<file path="config.mk">
export PLATFORM = sky130hd
export DESIGN_NAME = retroactive_stack_timeline_flat
export DESIGN_NICKNAME = d
export VERILOG_FILES = /design/src/rstl_pkg.sv /design/src/rstl_ifs.sv /design/src/retroactive_stack_timeline.sv /design/src/rstl_ram.sv /design/src/rstl_ctrl.sv /design/src/rstl_datapath.sv /design/src/flat_wrapper.sv
export VERILOG_INCLUDE_DIRS = /design/src /design/src/src
export SDC_FILE = /design/constraint.sdc
export NUM_CORES = 2
export LEC_CHECK = 0
export BUFFER_PORTS_ARGS = -buffer_cell sky130_fd_sc_hd__buf_2
export CAP_MARGIN = 20
export CORE_MARGIN = 2
export CORE_UTILIZATION = 40
export CTS_CLUSTER_SIZE = 16
export DETAILED_ROUTE_END_ITERATION = 10
export GPL_ROUTABILITY_DRIVEN = 0
export PLACE_DENSITY = 0.55
export SLEW_MARGIN = 20
export SYNTH_ARGS = -nofsm -noshare
export SYNTH_HDL_FRONTEND = slang
export SYNTH_SLANG_ARGS = --single-unit
</file>
<file path="constraint.sdc">
create_clock -name clk -period 8 [get_ports clk]
set_input_delay 0.4 -clock clk [delete_from_list [all_inputs] [get_ports clk]]
set_output_delay 0.4 -clock clk [all_outputs]
set_load 0.01 [all_outputs]
</file>
<file path="src/retroactive_stack_timeline_defines.svh">
// Assertion macros for the retroactive stack timeline
`ifndef RETROACTIVE_STACK_TIMELINE_DEFINES_SVH
`define RETROACTIVE_STACK_TIMELINE_DEFINES_SVH

// same-cycle implication, sampled on clk, off while rst_n is low
`define RSTL_ASSERT_NOW(lbl, ante, cons, msg) \
  lbl: assert property (@(posedge clk) disable iff (!rst_n) (ante) |-> (cons)) \
    else $error(msg);

// next-cycle implication, sampled on clk, off while rst_n is low
`define RSTL_ASSERT_NEXT(lbl, ante, cons, msg) \
  lbl: assert property (@(posedge clk) disable iff (!rst_n) (ante) |=> (cons)) \
    else $error(msg);

`endif

</file>
<file path="src/rstl_pkg.sv">
package rstl_pkg;

  localparam logic [1:0] OP_INSERT = 2'd0;
  localparam logic [1:0] OP_DELETE = 2'd1;
  localparam logic [1:0] OP_REPORT = 2'd2;

  localparam logic [1:0] ST_OK      = 2'd0;
  localparam logic [1:0] ST_FULL    = 2'd1;
  localparam logic [1:0] ST_MISSING = 2'd2;

  localparam int unsigned MAX_RESULTS = 32;
  localparam int unsigned RES_W       = $clog2(MAX_RESULTS + 1);

  typedef struct packed {
    logic [15:0] stamp;
    logic        is_pop;
    logic [31:0] value;
  } entry_t;

  typedef enum logic [3:0] {
    S_IDLE,
    S_INS_RD,
    S_INS_SCAN,
    S_DEL_RD,
    S_DEL_SCAN,
    S_REP_RD,
    S_REP_SCAN,
    S_EMIT_RD,
    S_EMIT_WAIT,
    S_RESULT
  } state_t;

  typedef enum logic [3:0] {
    DP_NOP,
    DP_LATCH,
    DP_INS_INIT,
    DP_INS_STEP,
    DP_DEL_INIT,
    DP_DEL_STEP,
    DP_REP_INIT,
    DP_REP_STEP,
    DP_EMIT_LOAD,
    DP_RES_LOAD
  } dp_op_t;

  typedef struct packed {
    dp_op_t op;
  } cmd_t;

  typedef struct packed {
    logic full;
    logic ins_stop;
    logic scan_end;
    logic top_zero;
    logic out_free;
    logic emit_last;
  } sts_t;

endpackage

</file>
<file path="src/rstl_ifs.sv">
interface rstl_in_if;
  logic               valid;
  logic               ready;
  logic [1:0]         opcode;
  logic [15:0]        stamp;
  logic               is_pop;
  logic signed [31:0] push_value;

  modport source (output valid, output opcode, output stamp, output is_pop,
                  output push_value, input ready);
  modport sink (input valid, input opcode, input stamp, input is_pop,
                input push_value, output ready);
endinterface

interface rstl_out_if;
  logic               valid;
  logic               ready;
  logic signed [31:0] stack_value;
  logic               last;
  logic               empty_res;
  logic [1:0]         status;

  modport source (output valid, output stack_value, output last, output empty_res,
                  output status, input ready);
  modport sink (input valid, input stack_value, input last, input empty_res,
                input status, output ready);
endinterface

</file>
<file path="src/retroactive_stack_timeline.sv">
// Insert: the table is walked down from the top before the status item; a full table skips the walk.
// Delete: one table entry read and shifted per cycle, then the status item.
// Report: the table is replayed, then one item per stack value; an empty stack gives one status item.
// Throughput: one item at a time; the next item
// is taken while the last result waits in the output register.
// Reset (rst_n low, synchronous) empties the timeline; table and stack RAMs are not cleared.
`include "retroactive_stack_timeline_defines.svh"

module retroactive_stack_timeline #(
  parameter int unsigned TIMELINE_DEPTH = 32
) (
  input logic         clk,
  input logic         rst_n,
  rstl_in_if.sink     in_ch,
  rstl_out_if.source  out_ch
);

  import rstl_pkg::*;

  cmd_t cmd;
  sts_t sts;

  rstl_ctrl u_ctrl (
    .clk       (clk),
    .rst_n     (rst_n),
    .in_valid  (in_ch.valid),
    .in_opcode (in_ch.opcode),
    .in_ready  (in_ch.ready),
    .cmd       (cmd),
    .sts       (sts)
  );

  rstl_datapath #(.TIMELINE_DEPTH(TIMELINE_DEPTH)) u_dp (
    .clk           (clk),
    .rst_n         (rst_n),
    .cmd           (cmd),
    .sts           (sts),
    .in_stamp      (in_ch.stamp),
    .in_is_pop     (in_ch.is_pop),
    .in_push_value (in_ch.push_value),
    .out_ch        (out_ch)
  );

  `RSTL_ASSERT_NOW(a_res_free, cmd.op == DP_RES_LOAD, sts.out_free, "status item over a pending item")
  `RSTL_ASSERT_NOW(a_emit_free, cmd.op == DP_EMIT_LOAD, sts.out_free, "stack item over a pending item")
  `RSTL_ASSERT_NEXT(a_res_idle, cmd.op == DP_RES_LOAD, in_ch.ready, "no return to idle after status")
  `RSTL_ASSERT_NEXT(a_emit_idle, cmd.op == DP_EMIT_LOAD && sts.emit_last, in_ch.ready, "no idle after last")

endmodule

</file>
<file path="src/rstl_ram.sv">
module rstl_ram #(
  parameter int unsigned WIDTH = 32,
  parameter int unsigned DEPTH = 32,
  localparam int unsigned AW = (DEPTH > 1) ? $clog2(DEPTH) : 1
) (
  input  logic             clk,
  input  logic             wr_en,
  input  logic [AW-1:0]    wr_addr,
  input  logic [WIDTH-1:0] wr_data,
  input  logic [AW-1:0]    rd_addr,
  output logic [WIDTH-1:0] rd_data
);

  logic [WIDTH-1:0] mem [DEPTH];

  always_ff @(posedge clk) begin
    if (wr_en) begin
      mem[wr_addr] <= wr_data;
    end
    rd_data <= mem[rd_addr];
  end

endmodule

</file>
<file path="src/rstl_ctrl.sv">
module rstl_ctrl (
  input  logic            clk,
  input  logic            rst_n,
  input  logic            in_valid,
  input  logic [1:0]      in_opcode,
  output logic            in_ready,
  output rstl_pkg::cmd_t  cmd,
  input  rstl_pkg::sts_t  sts
);

  import rstl_pkg::*;

  state_t state_r;
  state_t state_nxt;

  always_ff @(posedge clk) begin
    if (!rst_n) begin
      state_r <= S_IDLE;
    end else begin
      state_r <= state_nxt;
    end
  end

  always_comb begin
    state_nxt = state_r;
    cmd.op    = DP_NOP;
    in_ready  = 1'b0;
    unique case (state_r)
      S_IDLE: begin
        in_ready = 1'b1;
        if (in_valid) begin
          cmd.op = DP_LATCH;
          unique case (in_opcode)
            OP_INSERT: state_nxt = S_INS_RD;
            OP_DELETE: state_nxt = S_DEL_RD;
            OP_REPORT: state_nxt = S_REP_RD;
            default:   state_nxt = S_IDLE;
          endcase
        end
      end
      S_INS_RD: begin
        cmd.op    = DP_INS_INIT;
        state_nxt = sts.full ? S_RESULT : S_INS_SCAN;
      end
      S_INS_SCAN: begin
        cmd.op = DP_INS_STEP;
        if (sts.ins_stop) begin
          state_nxt = S_RESULT;
        end
      end
      S_DEL_RD: begin
        cmd.op    = DP_DEL_INIT;
        state_nxt = S_DEL_SCAN;
      end
      S_DEL_SCAN: begin
        cmd.op = DP_DEL_STEP;
        if (sts.scan_end) begin
          state_nxt = S_RESULT;
        end
      end
      S_REP_RD: begin
        cmd.op    = DP_REP_INIT;
        state_nxt = S_REP_SCAN;
      end
      S_REP_SCAN: begin
        cmd.op = DP_REP_STEP;
        if (sts.scan_end) begin
          state_nxt = sts.top_zero ? S_RESULT : S_EMIT_RD;
        end
      end
      S_EMIT_RD: begin
        state_nxt = S_EMIT_WAIT;
      end
      S_EMIT_WAIT: begin
        if (sts.out_free) begin
          cmd.op    = DP_EMIT_LOAD;
          state_nxt = sts.emit_last ? S_IDLE : S_EMIT_RD;
        end
      end
      S_RESULT: begin
        if (sts.out_free) begin
          cmd.op    = DP_RES_LOAD;
          state_nxt = S_IDLE;
        end
      end
      default: begin
        state_nxt = S_IDLE;
      end
    endcase
  end

endmodule

</file>
<file path="src/rstl_datapath.sv">
module rstl_datapath #(
  parameter int unsigned TIMELINE_DEPTH = 32
) (
  input  logic               clk,
  input  logic               rst_n,
  input  rstl_pkg::cmd_t     cmd,
  output rstl_pkg::sts_t     sts,
  input  logic [15:0]        in_stamp,
  input  logic               in_is_pop,
  input  logic signed [31:0] in_push_value,
  rstl_out_if.source         out_ch
);

  import rstl_pkg::*;

  localparam int unsigned AW = (TIMELINE_DEPTH > 1) ? $clog2(TIMELINE_DEPTH) : 1;
  localparam int unsigned CW = $clog2(TIMELINE_DEPTH + 1);
  localparam int unsigned NW = (CW > RES_W) ? CW : RES_W;

  logic [15:0]        stamp_r;
  logic               is_pop_r;
  logic signed [31:0] value_r;
  logic [CW-1:0]      idx_r;
  logic [CW-1:0]      count_r;
  logic [CW-1:0]      top_r;
  logic               found_r;
  logic [1:0]         status_r;
  logic               empty_r;

  logic               out_valid_r;
  logic signed [31:0] out_value_r;
  logic               out_last_r;
  logic               out_empty_r;
  logic [1:0]         out_status_r;

  logic               tbl_we;
  logic [AW-1:0]      tbl_wa;
  entry_t             tbl_wd;
  logic [AW-1:0]      tbl_ra;
  logic [$bits(entry_t)-1:0] tbl_rd;
  entry_t             tbl_q;
  entry_t             new_ent;

  logic               stk_we;
  logic [AW-1:0]      stk_wa;
  logic [31:0]        stk_wd;
  logic [31:0]        stk_rd;

  logic [CW-1:0]      idx_p1;
  logic [CW-1:0]      idx_m1;
  logic [CW-1:0]      idx_m2;
  logic [CW-1:0]      count_m1;
  logic [NW-1:0]      top_ext;
  logic [NW-1:0]      emit_lim;
  logic               ins_stop;
  logic               scan_end;
  logic               out_free;
  logic               top_room;

  rstl_ram #(.WIDTH($bits(entry_t)), .DEPTH(TIMELINE_DEPTH)) u_tbl (
    .clk     (clk),
    .wr_en   (tbl_we),
    .wr_addr (tbl_wa),
    .wr_data (tbl_wd),
    .rd_addr (tbl_ra),
    .rd_data (tbl_rd)
  );

  rstl_ram #(.WIDTH(32), .DEPTH(TIMELINE_DEPTH)) u_stk (
    .clk     (clk),
    .wr_en   (stk_we),
    .wr_addr (stk_wa),
    .wr_data (stk_wd),
    .rd_addr (idx_r[AW-1:0]),
    .rd_data (stk_rd)
  );

  assign tbl_q    = entry_t'(tbl_rd);
  assign new_ent  = '{stamp: stamp_r, is_pop: is_pop_r,
                      value: is_pop_r ? 32'd0 : 32'(value_r)};
  assign idx_p1   = idx_r + CW'(1);
  assign idx_m1   = idx_r - CW'(1);
  assign idx_m2   = idx_r - CW'(2);
  assign count_m1 = count_r - CW'(1);
  assign ins_stop = (idx_r == '0) || (tbl_q.stamp <= stamp_r);
  assign scan_end = (idx_r == count_r);
  assign out_free = !out_valid_r || out_ch.ready;
  assign top_room = (top_r < CW'(TIMELINE_DEPTH));
  assign top_ext  = NW'(top_r);
  assign emit_lim = (top_ext > NW'(MAX_RESULTS)) ? NW'(MAX_RESULTS) : top_ext;

  assign sts.full      = (count_r == CW'(TIMELINE_DEPTH));
  assign sts.ins_stop  = ins_stop;
  assign sts.scan_end  = scan_end;
  assign sts.top_zero  = (top_r == '0);
  assign sts.out_free  = out_free;
  assign sts.emit_last = ((NW'(idx_r) + NW'(1)) == emit_lim);

  always_comb begin
    tbl_we = 1'b0;
    tbl_wa = idx_r[AW-1:0];
    tbl_wd = tbl_q;
    tbl_ra = idx_p1[AW-1:0];
    stk_we = 1'b0;
    stk_wa = top_r[AW-1:0];
    stk_wd = tbl_q.value;
    unique case (cmd.op)
      DP_INS_INIT: begin
        tbl_ra = count_m1[AW-1:0];
      end
      DP_INS_STEP: begin
        tbl_we = 1'b1;
        tbl_wd = ins_stop ? new_ent : tbl_q;
        tbl_ra = idx_m2[AW-1:0];
      end
      DP_DEL_INIT, DP_REP_INIT: begin
        tbl_ra = '0;
      end
      DP_DEL_STEP: begin
        tbl_we = found_r && !scan_end;
        tbl_wa = idx_m1[AW-1:0];
      end
      DP_REP_STEP: begin
        stk_we = !scan_end && !tbl_q.is_pop && top_room;
      end
      default: begin
      end
    endcase
  end

  always_ff @(posedge clk) begin
    if (!rst_n) begin
      idx_r       <= '0;
      count_r     <= '0;
      top_r       <= '0;
      found_r     <= 1'b0;
      status_r    <= ST_OK;
      empty_r     <= 1'b0;
      out_valid_r <= 1'b0;
    end else begin
      if (out_valid_r && out_ch.ready &&
          cmd.op != DP_EMIT_LOAD && cmd.op != DP_RES_LOAD) begin
        out_valid_r <= 1'b0;
      end
      unique case (cmd.op)
        DP_LATCH: begin
          status_r <= ST_OK;
          empty_r  <= 1'b0;
          found_r  <= 1'b0;
        end
        DP_INS_INIT: begin
          idx_r <= count_r;
          if (count_r == CW'(TIMELINE_DEPTH)) begin
            status_r <= ST_FULL;
          end
        end
        DP_INS_STEP: begin
          if (ins_stop) begin
            count_r <= count_r + CW'(1);
          end else begin
            idx_r <= idx_m1;
          end
        end
        DP_DEL_INIT: begin
          idx_r   <= '0;
          found_r <= 1'b0;
        end
        DP_DEL_STEP: begin
          if (scan_end) begin
            if (found_r) begin
              count_r <= count_m1;
            end else begin
              status_r <= ST_MISSING;
            end
          end else begin
            idx_r <= idx_p1;
            if (!found_r && tbl_q.stamp == stamp_r) begin
              found_r <= 1'b1;
            end
          end
        end
        DP_REP_INIT: begin
          idx_r <= '0;
          top_r <= '0;
        end
        DP_REP_STEP: begin
          if (scan_end) begin
            empty_r <= (top_r == '0);
            idx_r   <= '0;
          end else begin
            idx_r <= idx_p1;
            if (tbl_q.is_pop) begin
              if (top_r != '0) begin
                top_r <= top_r - CW'(1);
              end
            end else if (top_room) begin
              top_r <= top_r + CW'(1);
            end
          end
        end
        DP_EMIT_LOAD: begin
          out_valid_r <= 1'b1;
          idx_r       <= idx_p1;
        end
        DP_RES_LOAD: begin
          out_valid_r <= 1'b1;
        end
        default: begin
        end
      endcase
    end
  end

  always_ff @(posedge clk) begin
    unique case (cmd.op)
      DP_LATCH: begin
        stamp_r  <= in_stamp;
        is_pop_r <= in_is_pop;
        value_r  <= in_push_value;
      end
      DP_EMIT_LOAD: begin
        out_value_r  <= $signed(stk_rd);
        out_last_r   <= sts.emit_last;
        out_empty_r  <= 1'b0;
        out_status_r <= ST_OK;
      end
      DP_RES_LOAD: begin
        out_value_r  <= '0;
        out_last_r   <= 1'b1;
        out_empty_r  <= empty_r;
        out_status_r <= status_r;
      end
      default: begin
      end
    endcase
  end

  assign out_ch.valid       = out_valid_r;
  assign out_ch.stack_value = out_value_r;
  assign out_ch.last        = out_last_r;
  assign out_ch.empty_res   = out_empty_r;
  assign out_ch.status      = out_status_r;

endmodule
</file>
<file path="src/flat_wrapper.sv">
// flat-port wrapper written by rule: the top's interface ports become plain ports
module retroactive_stack_timeline_flat import rstl_pkg::*;
#(
  parameter int unsigned TIMELINE_DEPTH = 32
)
  (clk, rst_n, in_ch_valid, in_ch_opcode, in_ch_stamp, in_ch_is_pop, in_ch_push_value, in_ch_ready, out_ch_valid, out_ch_stack_value, out_ch_last, out_ch_empty_res, out_ch_status, out_ch_ready);
  rstl_in_if in_ch_i ();
  rstl_out_if out_ch_i ();
  input logic clk;
  input logic rst_n;
  input wire logic [$bits(in_ch_i.valid)-1:0] in_ch_valid;
  input wire logic [$bits(in_ch_i.opcode)-1:0] in_ch_opcode;
  input wire logic [$bits(in_ch_i.stamp)-1:0] in_ch_stamp;
  input wire logic [$bits(in_ch_i.is_pop)-1:0] in_ch_is_pop;
  input wire logic [$bits(in_ch_i.push_value)-1:0] in_ch_push_value;
  output wire logic [$bits(in_ch_i.ready)-1:0] in_ch_ready;
  output wire logic [$bits(out_ch_i.valid)-1:0] out_ch_valid;
  output wire logic [$bits(out_ch_i.stack_value)-1:0] out_ch_stack_value;
  output wire logic [$bits(out_ch_i.last)-1:0] out_ch_last;
  output wire logic [$bits(out_ch_i.empty_res)-1:0] out_ch_empty_res;
  output wire logic [$bits(out_ch_i.status)-1:0] out_ch_status;
  input wire logic [$bits(out_ch_i.ready)-1:0] out_ch_ready;
  assign in_ch_i.valid = in_ch_valid;
  assign in_ch_i.opcode = in_ch_opcode;
  assign in_ch_i.stamp = in_ch_stamp;
  assign in_ch_i.is_pop = in_ch_is_pop;
  assign in_ch_i.push_value = in_ch_push_value;
  assign in_ch_ready = in_ch_i.ready;
  assign out_ch_valid = out_ch_i.valid;
  assign out_ch_stack_value = out_ch_i.stack_value;
  assign out_ch_last = out_ch_i.last;
  assign out_ch_empty_res = out_ch_i.empty_res;
  assign out_ch_status = out_ch_i.status;
  assign out_ch_i.ready = out_ch_ready;
  retroactive_stack_timeline #(.TIMELINE_DEPTH(TIMELINE_DEPTH)) u_core (.clk(clk), .rst_n(rst_n), .in_ch(in_ch_i), .out_ch(out_ch_i));
endmodule
</file>
==> PnR_summary.wiki <==
{| class="wikitable"
! Metric !! Value
|-
| Average instance area after synthesis || 17.4 sq um
|-
| Register bit count reported by yosys || 2785
|-
| Synthesized Nets || 6356
|-
| Synth area leader || edfxtp_1
|-
| Top-level port count || 93
|-
| Time the worst path needs with I/O delays and setup || 5.19 ns
|-
| Top post-synthesis cells by area || edfxtp_1 73%, mux2i_1 6.8%, mux4_2 4.7%
|-
| Maximum number of pins on one net before global-route repair || 198
|-
| Status || completed
|-
| Via count || 58900
|-
| Net count, final || 6594
|-
| Clock root buffer master || clkbuf_16
|-
| Top cell type's share of synthesized area || 73.5%
|-
| Number of pins exceeding their max-slew limit in the final report || 0
|-
| Clock network latency to the later pin of the worst-skew pair || 0.87 ns
|-
| Setup repair after global routing missed its margin || no
|-
| Share of flip-flops with an asynchronous set or reset after synthesis || 0%
|-
| Layout filler cell count || 23100
|-
| Highest fanout seen on the critical path || 35
|-
| Post-synthesis instance area || 0.109 sq mm
|-
| Largest stage delay on the critical path || 0.76 ns
|-
| Post-CTS Repair Setup Buffers || 0
|-
| Pre-CTS WS || 2.80 ns
|-
| Fraction of final layout cells sized beyond drive strength 1 || 16.8%
|-
| Slew at the pin closest to its max-slew limit || 1.26 ns
|-
| Number of nets with antenna violations after routing || 0
|-
| Total Neg Setup Slack || 0 ns
|-
| Final worst slack || 2.81 ns
|-
| Setup violation total in the final timing report || 0
|-
| Reg2reg setup slack || 2.81 ns
|-
| Number of rows in the core area || 191
|-
| DIE AREA || 0.278 sq mm
|-
| Worst path required time || 8.48 ns
|-
| Number of warnings issued by yosys || 0
|-
| Leakage power summed over all cells || 0.0412 uW
|-
| Crit end category || flop
|-
| Core Region || 0.271 sq mm
|-
| Maximum Capacitance Violations || 0
|-
| Main synth FF type || edfxtp_1
|-
| Highest ir drop seen on vdd || 0.000490 V
|-
| First drt pass iteration count || 5
|-
| CTS tree || yes
|-
| CP max-delay cell || nor2_4
|-
| Die H || 527 um
|-
| Initial antenna violation count || 14
|-
| Number of buffers added by the clock tree synthesis step || 300
|-
| Post-Route WL || 300000 um
|-
| DPL Wire Length || 157000 um
|-
| Clock transition at the registers of the reported paths || 0.06 ns
|-
| Startpoint types || flop
|-
| Arrival time worst endpoint || 5.67 ns
|-
| Final global-route overflow total || 0
|-
| Starting utilization of the core area || 40.3%
|-
| Number of buffers added on ports || 92
|-
| Count of flip-flops with a built-in enable after synthesis || 2677
|-
| Final worst-path cycle share || 64.9%
|-
| Max_slew headroom || 16.2%
|-
| Distinct cell type count of the synthesized netlist || 77
|-
| Average wire per standard cell || 29.0 um
|-
| Kind of critical path || reg2reg
|-
| Count of clock tree sinks || 2785
|-
| Cell occurring most often along the worst timing path || buf_4
|-
| FF+latch area || 0.0826 sq mm
|-
| Buffer depth of the longest clock path || 4
|-
| Achievable frequency || 193 MHz
|-
| First-iteration detailed-routing DRC count || 6251
|-
| DRC viols || 0
|-
| Cell area power density || 398 mW/mm^2
|-
| Via density per instance || 5.70
|-
| Relative area change from synthesis to final layout || 14.5%
|-
| CTS H-tree lvls || 5
|-
| Post-Syn Instances || 6272
|-
| Global-route wire length before repair || 427000 um
|-
| Class of the tightest hold or removal check || in2reg
|-
| Via count of the first global-routing pass || 58700
|-
| Sequential element share of the synthesized area || 75.5%
|-
| Endpoints failing hold || 0
|-
| Crit path cell chain || inv_2, buf_4, ha_1, a21boi_1, xnor2_1, a32oi_1, o21ai_0, nand2_1, nor2_4, buf_4
|-
| Overall Global Routing Usage || 21.1%
|-
| Worst clock skew on the final layout || 0.0504 ns
|-
| DIE WIDTH || 527 um
|-
| Area of combinational cells with multiple inputs || 0.0257 sq mm
|}
[flip-flops by register name, summed over array words and instances, names as in the netlist, 16 cells and up]
name / count
u_core.u_dp.out_ch.stack_value: 32
u_core.u_dp.stamp_r: 16
u_core.u_dp.u_stk.mem: 1024
u_core.u_dp.u_stk.rd_data: 32
u_core.u_dp.u_tbl.mem: 1568
u_core.u_dp.u_tbl.rd_data: 49
u_core.u_dp.value_r: 32
[path summary, 6_finish.rpt]
check,end,from,depth (start not counted)
worst max-delay path,u_core.u_dp.u_tbl.mem[18][27]$_DFFE_PP_,u_core.u_dp.idx_r[2]$_SDFFE_PN0P_,10
worst min-delay path,u_core.u_ctrl.state_r[3]$_SDFFE_PN0P_,out_ch_ready,4
worst max register to register,u_core.u_dp.u_tbl.mem[18][27]$_DFFE_PP_,u_core.u_dp.idx_r[2]$_SDFFE_PN0P_,10
worst min register to register,u_core.u_dp.out_ch.stack_value[11]$_SDFFCE_PN0P_,u_core.u_dp.u_stk.rd_data[11]$_DFF_P_,1
[report_power, final]
part / switching [uW] / total [uW] / internal (uW)
registers: 634 / 19700 / 19100
clock network: 5610 / 13500 / 7880
logic: 11300 / 16700 / 5340
total: 17600 / 49900 / 32300
[cell usage after synthesis, types with 42 or more instances]
cell type	number
nor4_2	42
edfxtp_1	2677
a32oi_1	51
a31oi_1	55
o21ai_0	153
inv_1	74
buf_1	52
a211oi_1	208
a21oi_1	83
clkbuf_1	212
dfxtp_1	108
nand3_1	116
mux2i_1	743
buf_2	108
mux4_2	228
nor2_1	113
nand2_1	500
o22ai_1	129
and3_1	204
[cell families (layout without fill, tap and decap cells)]
logic type                 after synthesis  count (layout)  synth area share [%]
xor gates and xnor gates                24              24                 0.192
DFF                                   2785            2785                  75.5
other                                    0               3                     0
muxes                                  987             987                  11.7
AOI/OAI and AO/OA                      852             852                  5.31
adders and majority gates               29              29                 0.339
and+or+nand+nor                       1116            1116                  5.12
buffers and inverters                  479             958                  1.91
[critical path: cells and delay by family (launching register included)]
family / cells / cell delay (ns)
compound gates: 3 / 1.23
xor+xnor: 1 / 0.28
fa+ha+maj: 1 / 0.32
buf+inv: 3 / 1.08
flops: 1 / 0.68
simple gates: 2 / 1.17
[layout make-up]
class | count | area share (%)
Antenna cell | 3 | 0.00600
Clock buffer | 402 | 6.66
Clock inverter | 141 | 0.934
Inverter | 75 | 0.226
Multi-Input combinational cell | 3008 | 20.5
Sequential cell | 2785 | 65.9
Tap cell | 3570 | 3.57
Timing Repair Buffer | 340 | 2.11
[per-stage QoR]
stage / util, % / area (sq um) / hold WS, ns / cells / total power, uW
detailed placement: 42.4 / 115000 / 0.492 / 9722 / 36500
floorplan: - / 109000 / 0.475 / 6272 / 30500
global route: 46.1 / 125000 / 0.0629 / 10300 / 51800
CTS: 46.1 / 125000 / 0.0175 / 10300 / 50000
finish: 46.1 / 125000 / 0.0923 / 10300 / 49900
global placement: 42.3 / 115000 / 0.485 / 9721 / 36300
[cells in the final DEF (no fill, tap or decap), drive strengths merged, types with 6 or more instances in the layout]
cell type / synthesis / layout
a211o: 17 / 17
a211oi: 209 / 209
a21o: 6 / 6
a21oi: 83 / 83
a221oi: 18 / 18
a31oi: 55 / 55
a32oi: 51 / 51
and2: 40 / 40
and3: 204 / 204
buf: 192 / 287
bufinv: 0 / 17
clkbuf: 212 / 402
clkinv: 1 / 111
clkinvlp: 0 / 7
dfxtp: 108 / 108
dlygate4sd3: 0 / 53
edfxtp: 2677 / 2677
ha: 28 / 28
inv: 74 / 81
mux2: 16 / 16
mux2i: 743 / 743
mux4: 228 / 228
nand2: 500 / 500
nand2b: 30 / 30
nand3: 116 / 116
nand4: 6 / 6
nor2: 115 / 115
nor2b: 22 / 22
nor3: 8 / 8
nor4: 53 / 53
o211ai: 20 / 20
o21a: 8 / 8
o21ai: 158 / 158
o221ai: 26 / 26
o22ai: 130 / 130
o41ai: 32 / 32
xnor2: 14 / 14
xor2: 10 / 10
[metal layers]
metal	vias up	part of all wire [%]	global-route usage, %	routed length [um]
met1	30900	44	29.8	130000
met5	-	0.0043	0	13
met2	2029	48	34.6	144000
met4	2	2.0	4.74	6020
li1	25500	-	-	-
met3	418	6.5	3.26	19600
[timing repair]
action / CTS / global route
gates resized for setup: 0 / 0
hold buffers: 53 / 0
hold endpoints to repair: 55 / 0
No activity file was read; power rests on OpenSTA's default activity.
